<file path="src/hdl/mesh_directed_edge_dedup_defines.svh">
// Shared assertion macros. They expect signals named clock and reset in scope.
`ifndef MESH_DIRECTED_EDGE_DEDUP_DEFINES_SVH
`define MESH_DIRECTED_EDGE_DEDUP_DEFINES_SVH

// Same-cycle implication.
`define MDED_ASSERT_IMPL(lbl, pre, post) \
   lbl: assert property (@(posedge clock) disable iff (reset) (pre) |-> (post)) \
      else $error("mded: same-cycle check failed");

// Next-cycle implication.
`define MDED_ASSERT_NEXT(lbl, pre, post) \
   lbl: assert property (@(posedge clock) disable iff (reset) (pre) |=> (post)) \
      else $error("mded: next-cycle check failed");

`endif

</file>
<file path="src/hdl/mded_pkg.sv">
package mded_pkg;

   localparam int VERTEX_W     = 16;
   localparam int EDGE_INDEX_W = 12;
   localparam int EDGE_TOTAL_W = 13;
   localparam int EPOCH_W      = 8;
   localparam int QUEUE_DEPTH  = 4;
   localparam int QUEUE_PTR_W  = $clog2(QUEUE_DEPTH);
   localparam int QUEUE_CNT_W  = $clog2(QUEUE_DEPTH + 1);

   // One directed edge as handed from the front end to the lookup engine.
   typedef struct packed {
      logic [VERTEX_W-1:0] start_vertex;
      logic [VERTEX_W-1:0] end_vertex;
      logic                last;
      logic                clear;
   } edge_cmd_type;

endpackage

</file>
<file path="src/hdl/mded_queue.sv">
module mded_queue (
   input  logic                   clock,
   input  logic                   reset,
   input  logic                   push,
   input  mded_pkg::edge_cmd_type push_cmd,
   output logic                   full,
   input  logic                   pop,
   output logic                   empty,
   output mded_pkg::edge_cmd_type head
);
   localparam int PW = mded_pkg::QUEUE_PTR_W;
   localparam int CW = mded_pkg::QUEUE_CNT_W;

   mded_pkg::edge_cmd_type slots_ff [mded_pkg::QUEUE_DEPTH];
   logic [PW-1:0] wr_ptr_ff, wr_ptr_in, rd_ptr_ff, rd_ptr_in;
   logic [CW-1:0] count_ff, count_in;
   logic          do_push, do_pop;

   always_comb begin
      full      = (count_ff == CW'(mded_pkg::QUEUE_DEPTH));
      empty     = (count_ff == '0);
      head      = slots_ff[rd_ptr_ff];
      do_push   = push && !full;
      do_pop    = pop && !empty;
      wr_ptr_in = do_push ? wr_ptr_ff + 1'b1 : wr_ptr_ff;
      rd_ptr_in = do_pop ? rd_ptr_ff + 1'b1 : rd_ptr_ff;
      count_in  = count_ff + CW'(do_push) - CW'(do_pop);
   end

   always_ff @(posedge clock) begin
      if (reset) begin
         wr_ptr_ff <= '0;
         rd_ptr_ff <= '0;
         count_ff  <= '0;
      end else begin
         wr_ptr_ff <= wr_ptr_in;
         rd_ptr_ff <= rd_ptr_in;
         count_ff  <= count_in;
      end
      if (do_push) begin
         slots_ff[wr_ptr_ff] <= push_cmd;
      end
   end
endmodule

</file>
<file path="config.mk">
export PLATFORM = sky130hd
export DESIGN_NAME = mded_queue
export DESIGN_NICKNAME = d
export VERILOG_FILES = /design/src/hdl/mesh_directed_edge_dedup_defines.svh /design/src/hdl/mded_pkg.sv /design/src/hdl/mded_queue.sv
export SDC_FILE = /design/constraint.sdc
export NUM_CORES = 1
export LEC_CHECK = 0
export BUFFER_PORTS_ARGS = -buffer_cell sky130_fd_sc_hd__clkbuf_2
export CAP_MARGIN = 20
export CELL_PAD_IN_SITES_DETAIL_PLACEMENT = 0
export CELL_PAD_IN_SITES_GLOBAL_PLACEMENT = 1
export CORE_ASPECT_RATIO = 0.75
export CORE_MARGIN = 1
export CORE_UTILIZATION = 50
export CTS_CLUSTER_DIAMETER = 30
export DETAILED_ROUTE_END_ITERATION = 16
export PLACE_DENSITY_LB_ADDON = 0.1
export SLEW_MARGIN = 0
export SYNTH_ARGS = -nofsm -noshare
export SYNTH_HDL_FRONTEND = slang
export SYNTH_SLANG_ARGS = --single-unit
</file>
<file path="constraint.sdc">
create_clock -name clock -period 2.35 [get_ports clock]
set_input_delay 0.3525 -clock clock [delete_from_list [all_inputs] [get_ports clock]]
set_output_delay 0.3525 -clock clock [all_outputs]
set_load 0.01 [all_outputs]
</file>
; Word level (Yosys, flattened, before mapping)
; Memories as Yosys holds them, arrays and structs flattened. A register that Yosys moved wholly into a read port is not among the register bits.
; Cells that the tools add are included.
[word_totals]
register_bits = 7
latchBits = 0
ram_bits = 136
rom_bits = 0
output_inout_bits = 36
word_cells = 18
mem_count = 1
[classes]
n_addsub = 4
multipliers = 0
div_mod_pow = 0
order_cmp = 0
eq_ne = 1
shifts = 0
muxes = 4
bitwise = 0
n_reduce_logical = 5
[memory_table]
columns = memory, depth, width, rd, rd_ports_with_merged_regs, wr, line_no
row1 = slots_ff, 4, 34, 1, 1, 1, mded_queue.sv:14  ; mded_pkg::edge_cmd_type slots_ff [mded_pkg::QUEUE_DEPTH];
[op_table]
columns = op, n
row1 = 2-bit by 1-bit adder with 2-bit output (second input constant), 2
row2 = 2-bit two-way mux, 2
row3 = 3-bit by 1-bit adder with 3-bit output, 1
row4 = 3-bit == test (second input constant), 1
row5 = 3-bit zero test, 1
row6 = 3-bit by 1-bit subtractor with 3-bit output, 1
row7 = 1-bit logical AND, 2
row8 = 1-bit zero test, 2
row9 = 1-bit two-way mux, 2

; Depth between registers and ports, before layout
[depth]
ltp_word = 5
ltp_mapped = 10

; Worst setup path after synthesis
; Ideal clock, no wire load.
[synth_path]
path_type = register to register
startpoint = reg count_ff[2]
endpoint = reg count_ff[2]
arrival_ps = 1996
required_time_ps = 2225
path_slack_ps = 230
path_stages_with_launch = 11
synth_period_minus_slack_ps = 2120
path_cell_list = dfxtp_1 > nor3b_2 > nor2_1 > inv_1 > ha_1 > inv_1 > ha_1 > fa_1 > xnor2_1 > xnor2_1 > nor2_1
[synth_via]
elab_chain_cells = 5
[synth_lines]
columns = element, line_no
row1 = from (decl), mded_queue.sv:16  ; logic [CW-1:0] count_ff, count_in;
row2 = from (signal assigned), mded_queue.sv:38  ; count_ff <= count_in;
row3 = 3-bit == test, mded_queue.sv:20  ; full = (count_ff == CW'(mded_pkg::QUEUE_DEPTH));
row4 = named net full, mded_queue.sv:6  ; output logic full,
row5 = 1-bit zero test, mded_queue.sv:23  ; do_push = push && !full;
row6 = 1-bit logical AND, mded_queue.sv:23
row7 = 3-bit by 1-bit adder with 3-bit output, mded_queue.sv:27  ; count_in = count_ff + CW'(do_push) - CW'(do_pop);
row8 = 3-bit by 1-bit subtractor with 3-bit output, mded_queue.sv:27
; The timed path passes the listed nets, and every way through them passes these cells.
; A chain may end at the register's enable or synchronous reset.

==> impl_metrics.ini <==
[status]
status = complete, no violations

[timing]
skew_ns = 0.0104
setup_viol = 0
period_needed_ns = 2.22
worst_pin_slew_ns = 0.376
fin_crit_sh = 0.946
slew_violations = 0
fmax_mhz = 450
finalSetupTns_ns = 0
slew-limit-headroom = 0.750
rsz0062_at_grt = no
hold_viol = 0

[critical_path]
crit_type = reg2out
cp-start-kind = flip-flop
path_max_fanout = 9
required_ns = 2.00
critical_path_arrival_ns = 1.87
end_kind = primary output

[clock_tree]
cts_tree = yes
clk_latency_ns = 0.41
cts_resized = 0
cts-root-buf = clkbuf_16
post_cts_buffers = 0
htree_levels = 4
clk_pin_slew_worst_paths_ns = 0.06
cts_hold_buffers = 0
cts_buffers = 17
cts.sinks = 145
clk_path_buf_depth = 2

[route]
viasPerCell = 5.28
m1WireLength_um = 3880
dr_wl_met3_um = 452
drc = 0
wl_met2_um = 4470
wirelength_um = 8870
ant_nets = 0
vias = 2483
drt_first_pass_iters = 5
wire_per_inst_um = 18.9
routed.top_layer = met4
dr.first_iter.drc_count = 179

[power]
power_density_mw_per_mm2 = 1090
ir_drop_uv = 960
p_leak_nw = 2.28

[synthesis]
ys_types = 25
synth_nets = 274
ys_seq_area_frac = 0.784
synth_fa_ha_area_frac = 0.0175
synth_top_family_by_area = multiplexers
synth_compound_area_frac = 0.00598
syn_area_mm2 = 0.00544
avgSynthCellArea_um2 = 23.7
syn_inst = 229
muxShareOfSynthArea = 0.145
synth_warnings = 0
synth-xor-area-share = 0.00483
synthSimpleGateAreaFrac = 0.0191
synth-seq-cells = 145

[final_layout]
final_area_mm2 = 0.00656
drive_above_1_share = 0.437
fillers = 758
areaGrowthSynthToFinish_pct = 20.6
n_antenna_cell = 0
fin_nets = 366

[die]
coreArea_mm2 = 0.0104
die_h_um = 92.3
io_pins = 74
rows = 32
die_w_um = 122
initial_utilization = 0.522
die_area_mm2 = 0.0113

[place]
hpwl_um = 5430
post_dp_cell_area_mm2 = 0.00603
gp_congestion = 0.688
numPortBuffers = 73

[worst_hold_path]
worst_hold_path_type = in2reg

[grt]
grt_pass1_vias = 2517
grt_pass1_wl_um = 13700
grtUsageTotal = 0.175
grt-ovfl-total = 0
grt_max_degree = 35
grt_antenna_before_repair = 0

[flow_run]
cap_viol_max_count = 0
-- power breakdown --
group / switching, mW / total [mW] / internal, mW
logic: 0.738 / 1.52 / 0.782
clock network: 0.940 / 2.37 / 1.43
registers: 0.130 / 3.24 / 3.11
-- stage by stage --
step	utilization	setup WS, ns	power (mW)	hold slack, ns	instances
2_1_floorplan	-	0.230	4.33	0.451	229
3_3_place_gp	0.579	0.261	4.83	0.469	438
4_1_cts	0.630	0.0596	7.23	0.144	470
6_report	0.630	0.126	7.13	0.160	470
5_1_grt	0.630	0.0121	7.46	0.155	470
3_5_place_dp	0.579	0.196	4.86	0.513	438
-- placed cells by master, fill, tap and decap left out, types with 2 or more instances in the layout --
cell type     n
mux4_1        4
dfxtp_2       2
clkinv_2      3
or3_1         2
mux4_2       30
clkinvlp_4    2
inv_1         8
clkbuf_1      2
o21ai_0       2
clkinv_4      2
ha_1          6
edfxtp_1    136
clkinv_1      5
nand2b_1      2
a21oi_1       2
dfxtp_1       7
xnor2_1       2
and2_2        4
clkbuf_2     73
buf_4         3
nor2_1        4
clkbuf_16    17
buf_12        6
nor2b_1       2
-- area by class of cell --
class,count,area [um^2],area share
Sequential cell,145,4270,0.651
Clock inverter,13,96.3,0.0147
Clock buffer,19,433,0.0660
Inverter,8,30.0,0.00458
Multi-Input combinational cell,67,1050,0.161
Tap cell,136,170,0.0259
Timing Repair Buffer,82,508,0.0775
-- Yosys cell counts --
library cell	count	area (um^2)
ha_1	6	75.1
nor3b_2	1	12.5
nor2b_1	2	12.5
dfxtp_1	9	180
buf_6	1	11.3
nor2_1	4	15.0
and2_1	4	25.0
a21oi_1	2	10.0
or3_1	2	12.5
buf_12	3	60.1
o31ai_2	1	12.5
inv_1	8	30.0
clkbuf_1	2	7.51
xnor2_1	2	17.5
mux4_1	4	105
nand2b_1	2	12.5
o21ai_0	2	10.0
fa_1	1	20.0
xor2_1	1	8.76
nor3_2	1	10.0
mux2i_1	1	10.0
edfxtp_1	136	4080
buf_2	3	15.0
mux4_2	30	676
nand2_1	1	3.75
-- sequential cells by signal, summed over array words and instances (netlist names), named ones only --
name / count
slots_ff: 136
rd_ptr_ff: 2
wr_ptr_ff: 2
count_ff: 3
-- cells by family (layout without fill, tap and decap cells) --
group,count (synthesis),count (layout)
adder cells (fa/ha/maj),7,7
multiplexers,35,35
buffers and inverters,17,122
AO/OA/AOI/OAI,5,5
XOR/XNOR,3,3
flip-flops,145,145
AND/OR/NAND/NOR,17,17
-- path summary, 6_finish.rpt --
path	start	end	slack, ns	depth (start not counted)
max reg2reg	count_ff[1]$_SDFF_PP0_	count_ff[2]$_SDFF_PP0_	0.17	9
min	push_cmd[29]	slots_ff[3][29]$_DFFE_PP_	0.16	1
min reg2reg	rd_ptr_ff[1]$_SDFFE_PP0P_	flip-flop	0.52	2
max	flip-flop	head[6]	0.13	3
-- routing by layer --
layer,global-route usage,vias up
li1,-,1137
met1,0.224,1282
met2,0.277,57
met3,0.0622,7
met4,0.0640,0
met5,0,-
-- worst max-delay path: stages (launching register included) --
cell and delay [ns]:
dfxtp_2 0.51, buf_4 0.27, mux4_2 0.55, clkbuf_2 0.15
No activity file was read; power rests on OpenSTA's default activity.
