===== src/hdl/mesh_directed_edge_dedup_defines.svh =====
// Shared assertion macros. They expect signals named clock and reset in scope.
`ifndef MESH_DIRECTED_EDGE_DEDUP_DEFINES_SVH
`define MESH_DIRECTED_EDGE_DEDUP_DEFINES_SVH

// Same-cycle implication.
`define MDED_ASSERT_IMPL(lbl, pre, post) \
   lbl: assert property (@(posedge clock) disable iff (reset) (pre) |-> (post)) \
      else $error("mded: same-cycle check failed");

// Next-cycle implication.
`define MDED_ASSERT_NEXT(lbl, pre, post) \
   lbl: assert property (@(posedge clock) disable iff (reset) (pre) |=> (post)) \
      else $error("mded: next-cycle check failed");

`endif


===== src/hdl/mded_pkg.sv =====
package mded_pkg;

   localparam int VERTEX_W     = 16;
   localparam int EDGE_INDEX_W = 12;
   localparam int EDGE_TOTAL_W = 13;
   localparam int EPOCH_W      = 8;
   localparam int QUEUE_DEPTH  = 4;
   localparam int QUEUE_PTR_W  = $clog2(QUEUE_DEPTH);
   localparam int QUEUE_CNT_W  = $clog2(QUEUE_DEPTH + 1);

   // One directed edge as handed from the front end to the lookup engine.
   typedef struct packed {
      logic [VERTEX_W-1:0] start_vertex;
      logic [VERTEX_W-1:0] end_vertex;
      logic                last;
      logic                clear;
   } edge_cmd_type;

endpackage


===== src/hdl/mded_ifs.sv =====
interface mded_req_if;
   logic                           valid;
   logic                           ready;
   logic [mded_pkg::VERTEX_W-1:0]  vertex_a;
   logic [mded_pkg::VERTEX_W-1:0]  vertex_b;
   logic [mded_pkg::VERTEX_W-1:0]  vertex_c;
   logic                           new_mesh;

   modport source (output valid, vertex_a, vertex_b, vertex_c, new_mesh, input ready);
   modport sink   (input valid, vertex_a, vertex_b, vertex_c, new_mesh, output ready);
endinterface



===== src/hdl/mded_front.sv =====
module mded_front (
   input  logic                   clock,
   input  logic                   reset,
   mded_req_if.sink               req_ch,
   input  logic                   clearing,
   output logic                   push,
   output mded_pkg::edge_cmd_type push_cmd,
   input  logic                   full
);
   localparam int VW = mded_pkg::VERTEX_W;

   logic          busy_ff, busy_in;
   logic [1:0]    sel_ff, sel_in;
   logic [VW-1:0] va_ff, vb_ff, vc_ff;
   logic          nm_ff;
   logic          accept;

   always_comb begin
      req_ch.ready = !busy_ff && !clearing;
      accept       = req_ch.valid && req_ch.ready;
      push         = busy_ff && !full;
      push_cmd     = '0;
      case (sel_ff)
         2'd0: begin
            push_cmd.start_vertex = va_ff;
            push_cmd.end_vertex   = vb_ff;
            push_cmd.clear        = nm_ff;
         end
         2'd1: begin
            push_cmd.start_vertex = vb_ff;
            push_cmd.end_vertex   = vc_ff;
         end
         default: begin
            push_cmd.start_vertex = vc_ff;
            push_cmd.end_vertex   = va_ff;
            push_cmd.last         = 1'b1;
         end
      endcase
      busy_in = busy_ff;
      sel_in  = sel_ff;
      if (accept) begin
         busy_in = 1'b1;
         sel_in  = '0;
      end else if (push) begin
         sel_in = sel_ff + 1'b1;
         if (sel_ff == 2'd2) begin
            busy_in = 1'b0;
         end
      end
   end

   always_ff @(posedge clock) begin
      if (reset) begin
         busy_ff <= 1'b0;
         sel_ff  <= '0;
      end else begin
         busy_ff <= busy_in;
         sel_ff  <= sel_in;
      end
      if (accept) begin
         va_ff <= req_ch.vertex_a;
         vb_ff <= req_ch.vertex_b;
         vc_ff <= req_ch.vertex_c;
         nm_ff <= req_ch.new_mesh;
      end
   end
endmodule


===== src/flat_wrapper.sv =====
// flat-port wrapper written by rule: the top's interface ports become plain ports
module mded_front_flat 
  (clock, reset, clearing, push, push_cmd, full, req_ch_valid, req_ch_vertex_a, req_ch_vertex_b, req_ch_vertex_c, req_ch_new_mesh, req_ch_ready);
  mded_req_if req_ch_i ();
  input  logic clock;
  input  logic reset;
  input  logic clearing;
  output logic push;
  output mded_pkg::edge_cmd_type push_cmd;
  input  logic full;
  input wire logic [$bits(req_ch_i.valid)-1:0] req_ch_valid;
  input wire logic [$bits(req_ch_i.vertex_a)-1:0] req_ch_vertex_a;
  input wire logic [$bits(req_ch_i.vertex_b)-1:0] req_ch_vertex_b;
  input wire logic [$bits(req_ch_i.vertex_c)-1:0] req_ch_vertex_c;
  input wire logic [$bits(req_ch_i.new_mesh)-1:0] req_ch_new_mesh;
  output wire logic [$bits(req_ch_i.ready)-1:0] req_ch_ready;
  assign req_ch_i.valid = req_ch_valid;
  assign req_ch_i.vertex_a = req_ch_vertex_a;
  assign req_ch_i.vertex_b = req_ch_vertex_b;
  assign req_ch_i.vertex_c = req_ch_vertex_c;
  assign req_ch_i.new_mesh = req_ch_new_mesh;
  assign req_ch_ready = req_ch_i.ready;
  mded_front u_core (.clock(clock), .reset(reset), .req_ch(req_ch_i), .clearing(clearing), .push(push), .push_cmd(push_cmd), .full(full));
endmodule

===== config.mk =====
export PLATFORM = sky130hd
export DESIGN_NAME = mded_front_flat
export DESIGN_NICKNAME = d
export VERILOG_FILES = /design/src/hdl/mesh_directed_edge_dedup_defines.svh /design/src/hdl/mded_pkg.sv /design/src/hdl/mded_ifs.sv /design/src/hdl/mded_front.sv /design/src/flat_wrapper.sv
export SDC_FILE = /design/constraint.sdc
export NUM_CORES = 1
export LEC_CHECK = 0
export BUFFER_PORTS_ARGS = -buffer_cell sky130_fd_sc_hd__buf_2
export CAP_MARGIN = 20
export CORE_MARGIN = 8
export CORE_UTILIZATION = 43
export CTS_CLUSTER_SIZE = 8
export DETAILED_ROUTE_END_ITERATION = 8
export PLACE_DENSITY_LB_ADDON = 0.05
export SKIP_LAST_GASP = 1
export SLEW_MARGIN = 25
export SYNTH_ARGS = -nofsm -noshare
export SYNTH_HDL_FRONTEND = slang
export SYNTH_SLANG_ARGS = --single-unit

===== constraint.sdc =====
create_clock -name clock -period 3.66 [get_ports clock]
set_clock_uncertainty 0.1 [all_clocks]
set_input_delay 1.098 -clock clock [delete_from_list [all_inputs] [get_ports clock]]
set_output_delay 1.098 -clock clock [all_outputs]
set_load 0.01 [all_outputs]

# After elaboration in Yosys (flattened, before gate mapping)
# Index checks and enable logic that the tools add are counted.
[classes]
addsub = 1
n_eq_ne = 2
muxes = 6
reduce_logical = 12
[op_table]
columns = ["op", "n"]
rows = [
  ["case mux 32 bit (2 select lines)", 1],
  ["2-to-1 mux 1 bit", 5],
  ["nonzero test 2 bit", 2],
  ["OR reduction 2 bit", 2],
  ["logical AND 1 bit", 3],
  ["zero test 1 bit", 3],
  ["adder 2 x 1 -> 2 bit (second input constant)", 1],
  ["equality test 2 x 1 -> 1 bit (second input constant)", 1],
  ["equality test 2 bit (second input constant)", 1],
  ["zero test 2 bit", 1],
  ["AND reduction 2 bit", 1],
]
[totals]
reg_bits = 52
input_bits = 54
word_cells = 27

# Longest topological paths before layout
# Gate-level depths: netlist (run 1).
[depth]
depth_word = 5
ltp_mapped = 7
mapped_depth_nobuf = 5

# Worst setup path before layout (run 1)
# Ideal clock, no wire load.
[synth_path]
path_type = "in2reg"
from = "in clearing"
to = "reg u_core.nm_ff (enable)"
setup_ns = 0.451
arrival_time_ns = 3.110
t_required_ns = 3.109
path_slack_ns = -0.001
cell_stages = 1
cell_sequence = "nor3b_2"
[synth_between]
elab_chain_cells = 3
[synth_rtl]
columns = ["element", "line", "text"]
rows = [
  ["start: declaration", "flat_wrapper.sv:7", "input logic clearing;"],
  ["zero test 1 bit", "mded_front.sv:19", "req_ch.ready = !busy_ff && !clearing;"],
  ["logical AND 1 bit", "mded_front.sv:19", ""],
  ["logical AND 1 bit", "mded_front.sv:20", "accept = req_ch.valid && req_ch.ready;"],
  ["end signal: assignment", "mded_front.sv:64", "nm_ff <= req_ch.new_mesh;"],
  ["end: declaration", "mded_front.sv:15", "logic nm_ff;"],
]
# Every way passes these cells.
# A chain may end at the register's enable or synchronous reset.

==> results of run 1 <==
==> synth_stat cells <==
cell type,number
nand2_1,64
edfxtp_1,49
a22oi_1,32
buf_2,6
buf_4,4
dfxtp_1,3
ha_1,3
inv_1,2
nor2_1,2
nor3_1,2
a21oi_1,1
and2_1,1
and2b_4,1
buf_6,1
mux2i_1,1
nand2b_1,1
nor2_8,1
nor3b_2,1
xnor2_1,1
==> power by group through the flow <==
stage	Sequential (µW)	Clock (µW)	Combinational [µW]
floorplan	706	0	84.1
global placement	708	0	154
detailed placement	708	0	156
CTS	695	380	156
global route	698	405	171
finish	695	368	152
==> state kept, by name, summed over array words and instances (netlist names) <==
register / flops
u_core.busy_ff: 1
u_core.vc_ff: 16
u_core.vb_ff: 16
u_core.sel_ff: 2
u_core.va_ff: 16
u_core.nm_ff: 1
==> cell type report <==
| class | instances | area [µm²] | share of cell area (%) |
|---|---|---|---|
| clock buffer | 5 | 68.8 | 2.43 |
| clock inverter | 3 | 37.5 | 1.33 |
| inverter | 2 | 7.51 | 0.265 |
| multi-input combinational | 111 | 621 | 21.9 |
| sequential | 52 | 1530 | 54.1 |
| tap | 70 | 87.6 | 3.10 |
| timing repair buffer | 93 | 475 | 16.8 |
==> critical path, delay by kind of cell (launching register included) <==
| family | cells | cell delay, ps |
|---|---|---|
| AOI/OAI and AO/OA | 1 | 90 |
| DFF | 1 | 330 |
| adders and majority gates | 1 | 640 |
| buffers and inverters | 3 | 560 |
| and+or+nand+nor | 1 | 70 |
==> how the worst min path moves through the flow <==
stage / start / to / cells after the start / slack (ps)
after global placement: u_core.sel_ff[1] / u_core.sel_ff[1] / 2 / 440
after global routing: u_core.sel_ff[1] / u_core.sel_ff[1] / 2 / 500
after floorplan: u_core.sel_ff[1] / u_core.sel_ff[1] / 2 / 410
final: u_core.sel_ff[1] / u_core.sel_ff[1] / 2 / 440
after CTS: u_core.sel_ff[1] / u_core.sel_ff[1] / 2 / 450
after detailed placement: u_core.sel_ff[1] / u_core.sel_ff[1] / 2 / 440
==> kinds of logic (layout without fill, tap and decap cells) <==
group	Yosys count	in the layout
adders and majority gates	3	3
buffers and inverters	13	103
AOI/OAI and AO/OA	33	33
xor gates and xnor gates	1	1
muxes	1	1
DFF	52	52
and+or+nand+nor	73	73
==> metrics by stage <==
step | setup slack, ps | hold slack (ps) | std cells | total power, µW | instance area, µm²
after floorplan | 693 | 411 | 176 | 790 | 2230
after global placement | 860 | 444 | 328 | 862 | 2720
after detailed placement | 795 | 440 | 328 | 864 | 2720
after CTS | 463 | 449 | 336 | 1230 | 2830
after global routing | 310 | 503 | 336 | 1270 | 2830
final | 470 | 442 | 336 | 1210 | 2830
==> metal layers <==
metal	wire [µm]	track usage [%]
met1	1970	13.6
met2	2440	22.7
met3	388	4.88
met4	23	3.91
met5	0	0
==> metrics.yaml, run 1 <==
die:
  num_io_pins: 90
  rows: 26
  die_x_um: 87.9
  die_h_um: 87.9
  die_area_um2: 7730
  core_area_um2: 5040
  initial_core_util_pct: 44.1
clock_tree:
  clock_path_buffers: 2
  cts_resized: 0
  cts_buffers: 5
  ctsHtreeMaxLevel: 2
  cts-root-buf: "clkbuf_8"
  cts.sinks: 52
  tritoncts: "built"
  post-cts-setup-buffer-count: 0
  hold_buffers: 0
  clk-insertion-delay-late_ps: 290
  path_clk_slew_ps: 80
synth:
  synth_seq_area_share_pct: 68.8
  synth_top_family_by_area: "simple AND/OR/NAND/NOR gates"
  syn_inst: 176
  synth_compound_area_share_pct: 11.0
  ys.warnings.count: 0
  synth_area_leaders: "edfxtp_1, a22oi_1, nand2_1"
  netlist.area_leader.share_pct: 66.1
  ys_types: 19
  synth-seq-cells: 52
  syn-num-nets: 233
  syn_area_um2: 2220
  yosys.area_share.adder_pct: 1.69
  synth-xor-area-share_pct: 0.394
  syn_area_per_cell_um2: 12.6
  synthMuxAreaShare_pct: 0.450
  yosysTopAreaCell: "edfxtp_1"
  yosys.area_share.simple_pct: 14.1
timing:
  hold_viol: 0
  timing.fmax_ghz: 0.314
  grt_setup_unrepaired: "false"
  finalMaxSlewViolations: 0
  min_period_ps: 3190
  setup_viol: 0
  fin_tns_setup_ps: 0
  relSlewSlack_pct: 50.3
  tightest_slew_ps: 746
  fin_crit_sh_pct: 87.1
global_routing:
  grt_pass1_wl_mm: 7.67
  overflow: 0
  track_usage_pct: 12.8
  antenna_found_initial: 0
  grt_max_degree: 53
  grt_pass1_vias: 1681
hold_path:
  min-delay-path-class: "reg -> reg"
power:
  p_int_uw: 949
  p_per_area_nw_per_um2: 429
  combPwrFrac_pct: 12.5
  vdd_drop_max_mv: 0.259
  p_switching_uw: 265
  power_frac_seq_pct: 57.2
  power.static_leakage_uw: 0.00118
  power.share.clock_pct: 30.3
  switching_share_pct: 21.8
layout:
  final_common_cell: "buf_2"
  syn_to_final_growth_pct: 27.2
  nets: 322
  n_antenna_cell: 0
  drive_gt1_share_pct: 38.3
  post-route-util_pct: 56.1
  fillers: 439
  most-common-layout-cells: "buf_2, nand2_1, edfxtp_1"
setup_path:
  r2r-start: "u_core.busy_ff"
  end_kind: "output pin"
  rrSetupSlack_ps: 2090
  cp_slowest_cell: "ha_1"
  timing.critical_path.to: "push_cmd[16]"
  cp.arrival_ps: 1990
  path_cells: "inv_1 -> ha_1 -> buf_4 -> a22oi_1 -> nand2_1 -> buf_2"
  cpPeakStageDelay_ps: 640
  reg2reg_depth: 2
  path_max_fanout: 18
  startpoint_type: "flip-flop"
  required_ps: 2460
  path_class: "reg -> out"
  regToRegEndpoint: "u_core.va_ff[6]"
  cp-startpoint: "u_core.sel_ff[1]"
placement:
  gp_congestion: 0.784
  dpl.hpwl_mm: 3.57
  io_buffers: 89
route:
  drcViolationCount: 0
  vias_per_cell: 4.82
  drtAntennaViolNets: 0
  drtIter0Drc: 79
  dr.pass1.iters: 5
  wirelength_mm: 4.82
  detail_route.wl_per_cell_um: 14.3
  routed-via-count: 1620
outcome:
  outcome: "complete, no violations"
job:
  cap_violations: 0
Note: power is estimated with default switching activity, not from simulation.
==> run 2, diff against run 1 <==
- CORE_UTILIZATION: 43 -> 48
- clock period: 3.66 -> 3.6 ns (I/O delays scaled with it)
==> run 2 against run 1 <==
Via count down 0.68%. Non-clock buffer count unchanged. Critical path type unchanged. Core utilization up 6.8 points. Critical path depth unchanged. Cell area decreased by 1.8%. Final cell count down 5.7%. Worst hold slack gained 20 ps. Highest routed layer unchanged. Register-to-register slack got worse by 40 ps. Setup slack better by 12 ps. Total power down 5.0%.
==> metrics.yaml, run 2 (synthesis gave the netlist of run 1 again) <==
timing:
  hold_viol: 0
  grt_setup_unrepaired: "false"
  setup_viol: 0
  relSlewSlack_pct: 54.8
  finalMaxSlewViolations: 0
  fin_tns_setup_ps: 0
  timing.fmax_ghz: 0.321
  tightest_slew_ps: 679
  fin_crit_sh_pct: 86.6
  min_period_ps: 3120
setup_path:
  required_ps: 2420
  path_class: "reg -> out"
  path_max_fanout: 18
  startpoint_type: "flip-flop"
  cp.arrival_ps: 1940
  end_kind: "output pin"
route:
  routed-via-count: 1609
  vias_per_cell: 5.08
  drtAntennaViolNets: 0
  drtIter0Drc: 112
  detail_route.wl_per_cell_um: 14.9
  wirelength_mm: 4.73
  dr.pass1.iters: 5
  drcViolationCount: 0
global_routing:
  overflow: 0
  grt_pass1_wl_mm: 7.40
  grt_max_degree: 53
  track_usage_pct: 12.9
  grt_pass1_vias: 1637
  antenna_found_initial: 0
clock_tree:
  clock_path_buffers: 2
  cts_resized: 0
  path_clk_slew_ps: 80
  cts-root-buf: "clkbuf_8"
  hold_buffers: 0
  tritoncts: "built"
  ctsHtreeMaxLevel: 2
  clk-insertion-delay-late_ps: 280
  cts_buffers: 5
  post-cts-setup-buffer-count: 0
  cts.sinks: 52
die:
  num_io_pins: 90
  die_x_um: 84.1
  die_area_um2: 7070
  rows: 24
  initial_core_util_pct: 50.4
  die_h_um: 84.1
  core_area_um2: 4410
placement:
  gp_congestion: 0.750
  io_buffers: 89
  dpl.hpwl_mm: 3.53
job:
  cap_violations: 0
power:
  p_per_area_nw_per_um2: 415
  power_uw: 1150
  vdd_drop_max_mv: 0.285
  power.static_leakage_uw: 0.00116
layout:
  drive_gt1_share_pct: 38.5
  post-route-util_pct: 62.9
  final_common_cell: "buf_2"
  nets: 322
  largestRegisters: "u_core.va_ff (16), u_core.vb_ff (16), u_core.vc_ff (16)"
  n_antenna_cell: 0
  most-common-layout-cells: "buf_2, nand2_1, edfxtp_1"
  syn_to_final_growth_pct: 24.9
outcome:
  outcome: "complete, no violations"
hold_path:
  min-delay-path-class: "reg -> reg"
run 2: cell types whose count changed in the layout (fill, tap and decap cells not counted), sizes merged:
cell | previous run | this run
clkinv | 2 | 1
clkbuf | 5 | 6
bufinv | 1 | 0
run 2: stage by stage:
step,cells,setup WS [ps],cell area [µm²],hold WS (ps)
after floorplan,176,651,2230,411
after global placement,310,812,2700,441
after detailed placement,310,783,2700,434
after CTS,317,456,2780,466
after global routing,317,311,2780,503
final,317,482,2780,462
run 2: layout make-up:
cell class                 count  area (µm²)
fill                         369        1640
sequential                    52        1530
multi-input combinational    111         621
timing repair buffer          93         475
clock buffer                   6        72.6
tap                           52        65.1
inverter                       2        7.51
clock inverter                 1        5.00
run 2: worst max-delay path, stage by stage, from the launching register on:
cell and delay [ps]:
dfxtp_1 330, inv_1 80, ha_1 600, buf_4 350, a22oi_1 90, nand2_1 80, buf_2 130
run 2: report_power, final:
| part | internal, µW | leakage, µW | total, µW | switching [µW] |
|---|---|---|---|---|
| clock network | 132 | 0.0000410 | 294 | 162 |
| logic | 69.7 | 0.000641 | 153 | 83.7 |
| registers | 693 | 0.000481 | 706 | 13.3 |
| total | 895 | 0.00116 | 1150 | 259 |
run 2: worst paths after layout:
check	start	end	slack [ps]	cells past startpoint
worst max-delay path	u_core.sel_ff[1]	push_cmd[29]	480	6
worst max register to register	u_core.busy_ff	u_core.va_ff[7]	2050	2
worst min register to register	u_core.sel_ff[1]	u_core.sel_ff[1]	460	2
worst min-delay path	u_core.sel_ff[1]	u_core.sel_ff[1]	460	2
run 2: per-layer routing:
layer | global-route usage [%] | vias up | share of wire, %
met3 | 5.76 | 2 | 7.2
met4 | 3.30 | 0 | 0.57
met5 | 0 | - | 0
met2 | 21.2 | 56 | 49
li1 | - | 814 | -
met1 | 14.8 | 737 | 43
==> run 3, diff against run 2 <==
--- a/config.mk
+++ b/config.mk
@@ -14,2 +14,3 @@
 export PLACE_DENSITY_LB_ADDON = 0.05
+export REMOVE_ABC_BUFFERS = 1
 export SKIP_LAST_GASP = 1
==> constraint.sdc (replaced) <==
create_clock -name clock -period 3.6 [get_ports clock]
set_clock_uncertainty 0.1 [all_clocks]
set_input_delay 0.72 -clock clock [delete_from_list [all_inputs] [get_ports clock]]
set_output_delay 0.72 -clock clock [all_outputs]
set_load 0.01 [all_outputs]
==> run 3 against run 2 <==
Sequential share of layout area fell by 0.52 points. Clock-buffer cell count shrank 1. Sequential power is essentially flat. Final cell count is the same. Die area stayed put. Highest routed layer unchanged.
==> metrics.yaml, run 3 (synthesis gave the netlist of run 1 again) <==
layout:
  syn_to_final_growth_pct: 26.0
  multi_input_area_um2: 621
  stdcell_count: 317
  final_common_cell: "buf_2"
  drive_gt1_share_pct: 38.9
  most-common-layout-cells: "buf_2, nand2_1, edfxtp_1"
  seq_area_um2: 1530
  post-route-util_pct: 63.5
  n_antenna_cell: 0
  fillers: 361
  largestRegisters: "u_core.va_ff (16), u_core.vb_ff (16), u_core.vc_ff (16)"
  nets: 321
setup_path:
  cp_slowest_cell: "ha_1"
  path_class: "reg -> out"
  cp.arrival_ps: 2070
  reg2reg_depth: 2
  cpPeakStageDelay_ps: 630
  path_max_fanout: 18
  startpoint_type: "flip-flop"
  required_ps: 2780
  path_cells: "inv_1 -> ha_1 -> buf_4 -> a22oi_1 -> nand2_1 -> buf_2"
  end_kind: "output pin"
  regToRegEndpoint: "u_core.vc_ff[12]"
  r2r-start: "u_core.busy_ff"
  rrSetupSlack_ps: 2030
placement:
  dpl.hpwl_mm: 3.59
  dp_cells: 309
  gp_congestion: 0.709
  io_buffers: 89
timing:
  grt_setup_unrepaired: "false"
  min_period_ps: 2890
  finalMaxSlewViolations: 0
  tightest_slew_ps: 732
  setup_viol: 0
  fin_crit_sh_pct: 80.2
  hold_viol: 0
  fin_tns_setup_ps: 0
  whs_ps: 471
  relSlewSlack_pct: 51.2
  timing.fmax_ghz: 0.346
clock_tree:
  cts-root-buf: "clkbuf_8"
  tritoncts: "built"
  cts_buffers: 5
  cts.sinks: 52
  path_clk_slew_ps: 90
  ctsHtreeMaxLevel: 2
  clock_path_buffers: 2
  post-cts-setup-buffer-count: 0
  clk-insertion-delay-late_ps: 310
  cts_resized: 0
  hold_buffers: 0
die:
  die_x_um: 84.1
  die_area_um2: 7070
  die_h_um: 84.1
  num_io_pins: 90
  initial_core_util_pct: 50.4
  core_area_um2: 4410
  rows: 24
route:
  drcViolationCount: 0
  drtAntennaViolNets: 0
  drtIter0Drc: 131
  detail_route.wl_per_cell_um: 15.7
  vias_per_cell: 5.19
  wirelength_mm: 4.98
  routed-via-count: 1646
  dr.pass1.iters: 4
hold_path:
  hold_path_startpoint: "u_core.busy_ff"
  worstHoldEndpoint: "u_core.busy_ff"
  min-delay-path-class: "reg -> reg"
  hold_depth: 2
power:
  power.static_leakage_uw: 0.00117
  vdd_drop_max_mv: 0.260
  power_uw: 1260
  p_per_area_nw_per_um2: 448
global_routing:
  grt_max_degree: 53
  overflow: 0
  antenna_found_initial: 0
  track_usage_pct: 14.3
  grt_pass1_vias: 1740
  grt_pass1_wl_mm: 8.14
job:
  cap_violations: 0
outcome:
  outcome: "complete, no violations"
==> run 3: critical path, delay by kind of cell (launching register included) <==
kind | cells | cell delay, ps
adders and majority gates | 1 | 630
buffers and inverters | 3 | 560
DFF | 1 | 340
AOI/OAI and AO/OA | 1 | 110
and+or+nand+nor | 1 | 100
==> run 3: area by class of cell <==
class / count / area share [%]
sequential: 52 / 54.6
multi-input combinational: 111 / 22.1
timing repair buffer: 92 / 16.7
clock buffer: 5 / 2.45
tap: 52 / 2.32
clock inverter: 3 / 1.52
inverter: 2 / 0.268
==> run 3: where the power goes <==
part	switching [µW]	internal, µW	leakage (µW)
combinational	84.9	68.8	0.000637
sequential	13.2	693	0.000481
clock	190	206	0.0000541
==> run 3: worst max-delay path by stage <==
stage               cells after the start              from  slack, ps            to
global placement                        6  u_core.sel_ff[0]       1070  push_cmd[27]
finish                                  6  u_core.sel_ff[0]        710  push_cmd[27]
global route                            6  u_core.sel_ff[0]        540  push_cmd[27]
CTS                                     6  u_core.sel_ff[0]        680  push_cmd[11]
floorplan                               1          clearing        320  u_core.nm_ff
detailed placement                      6  u_core.sel_ff[0]       1020  push_cmd[11]
==> run 3: metrics by stage <==
stage / cell area, µm² / setup slack [ps]
after floorplan: 2150 / 317
after global placement: 2690 / 1070
after detailed placement: 2690 / 1020
after CTS: 2800 / 678
after global routing: 2800 / 543
final: 2800 / 713
==> run 3: metal layers <==
metal	vias to the layer above	global-route usage, %	part of all wire [%]
met5	-	0	0
met4	0	6.59	1.9
met3	7	4.98	7.4
met2	64	22.6	49
met1	764	16.9	41
li1	811	-	-
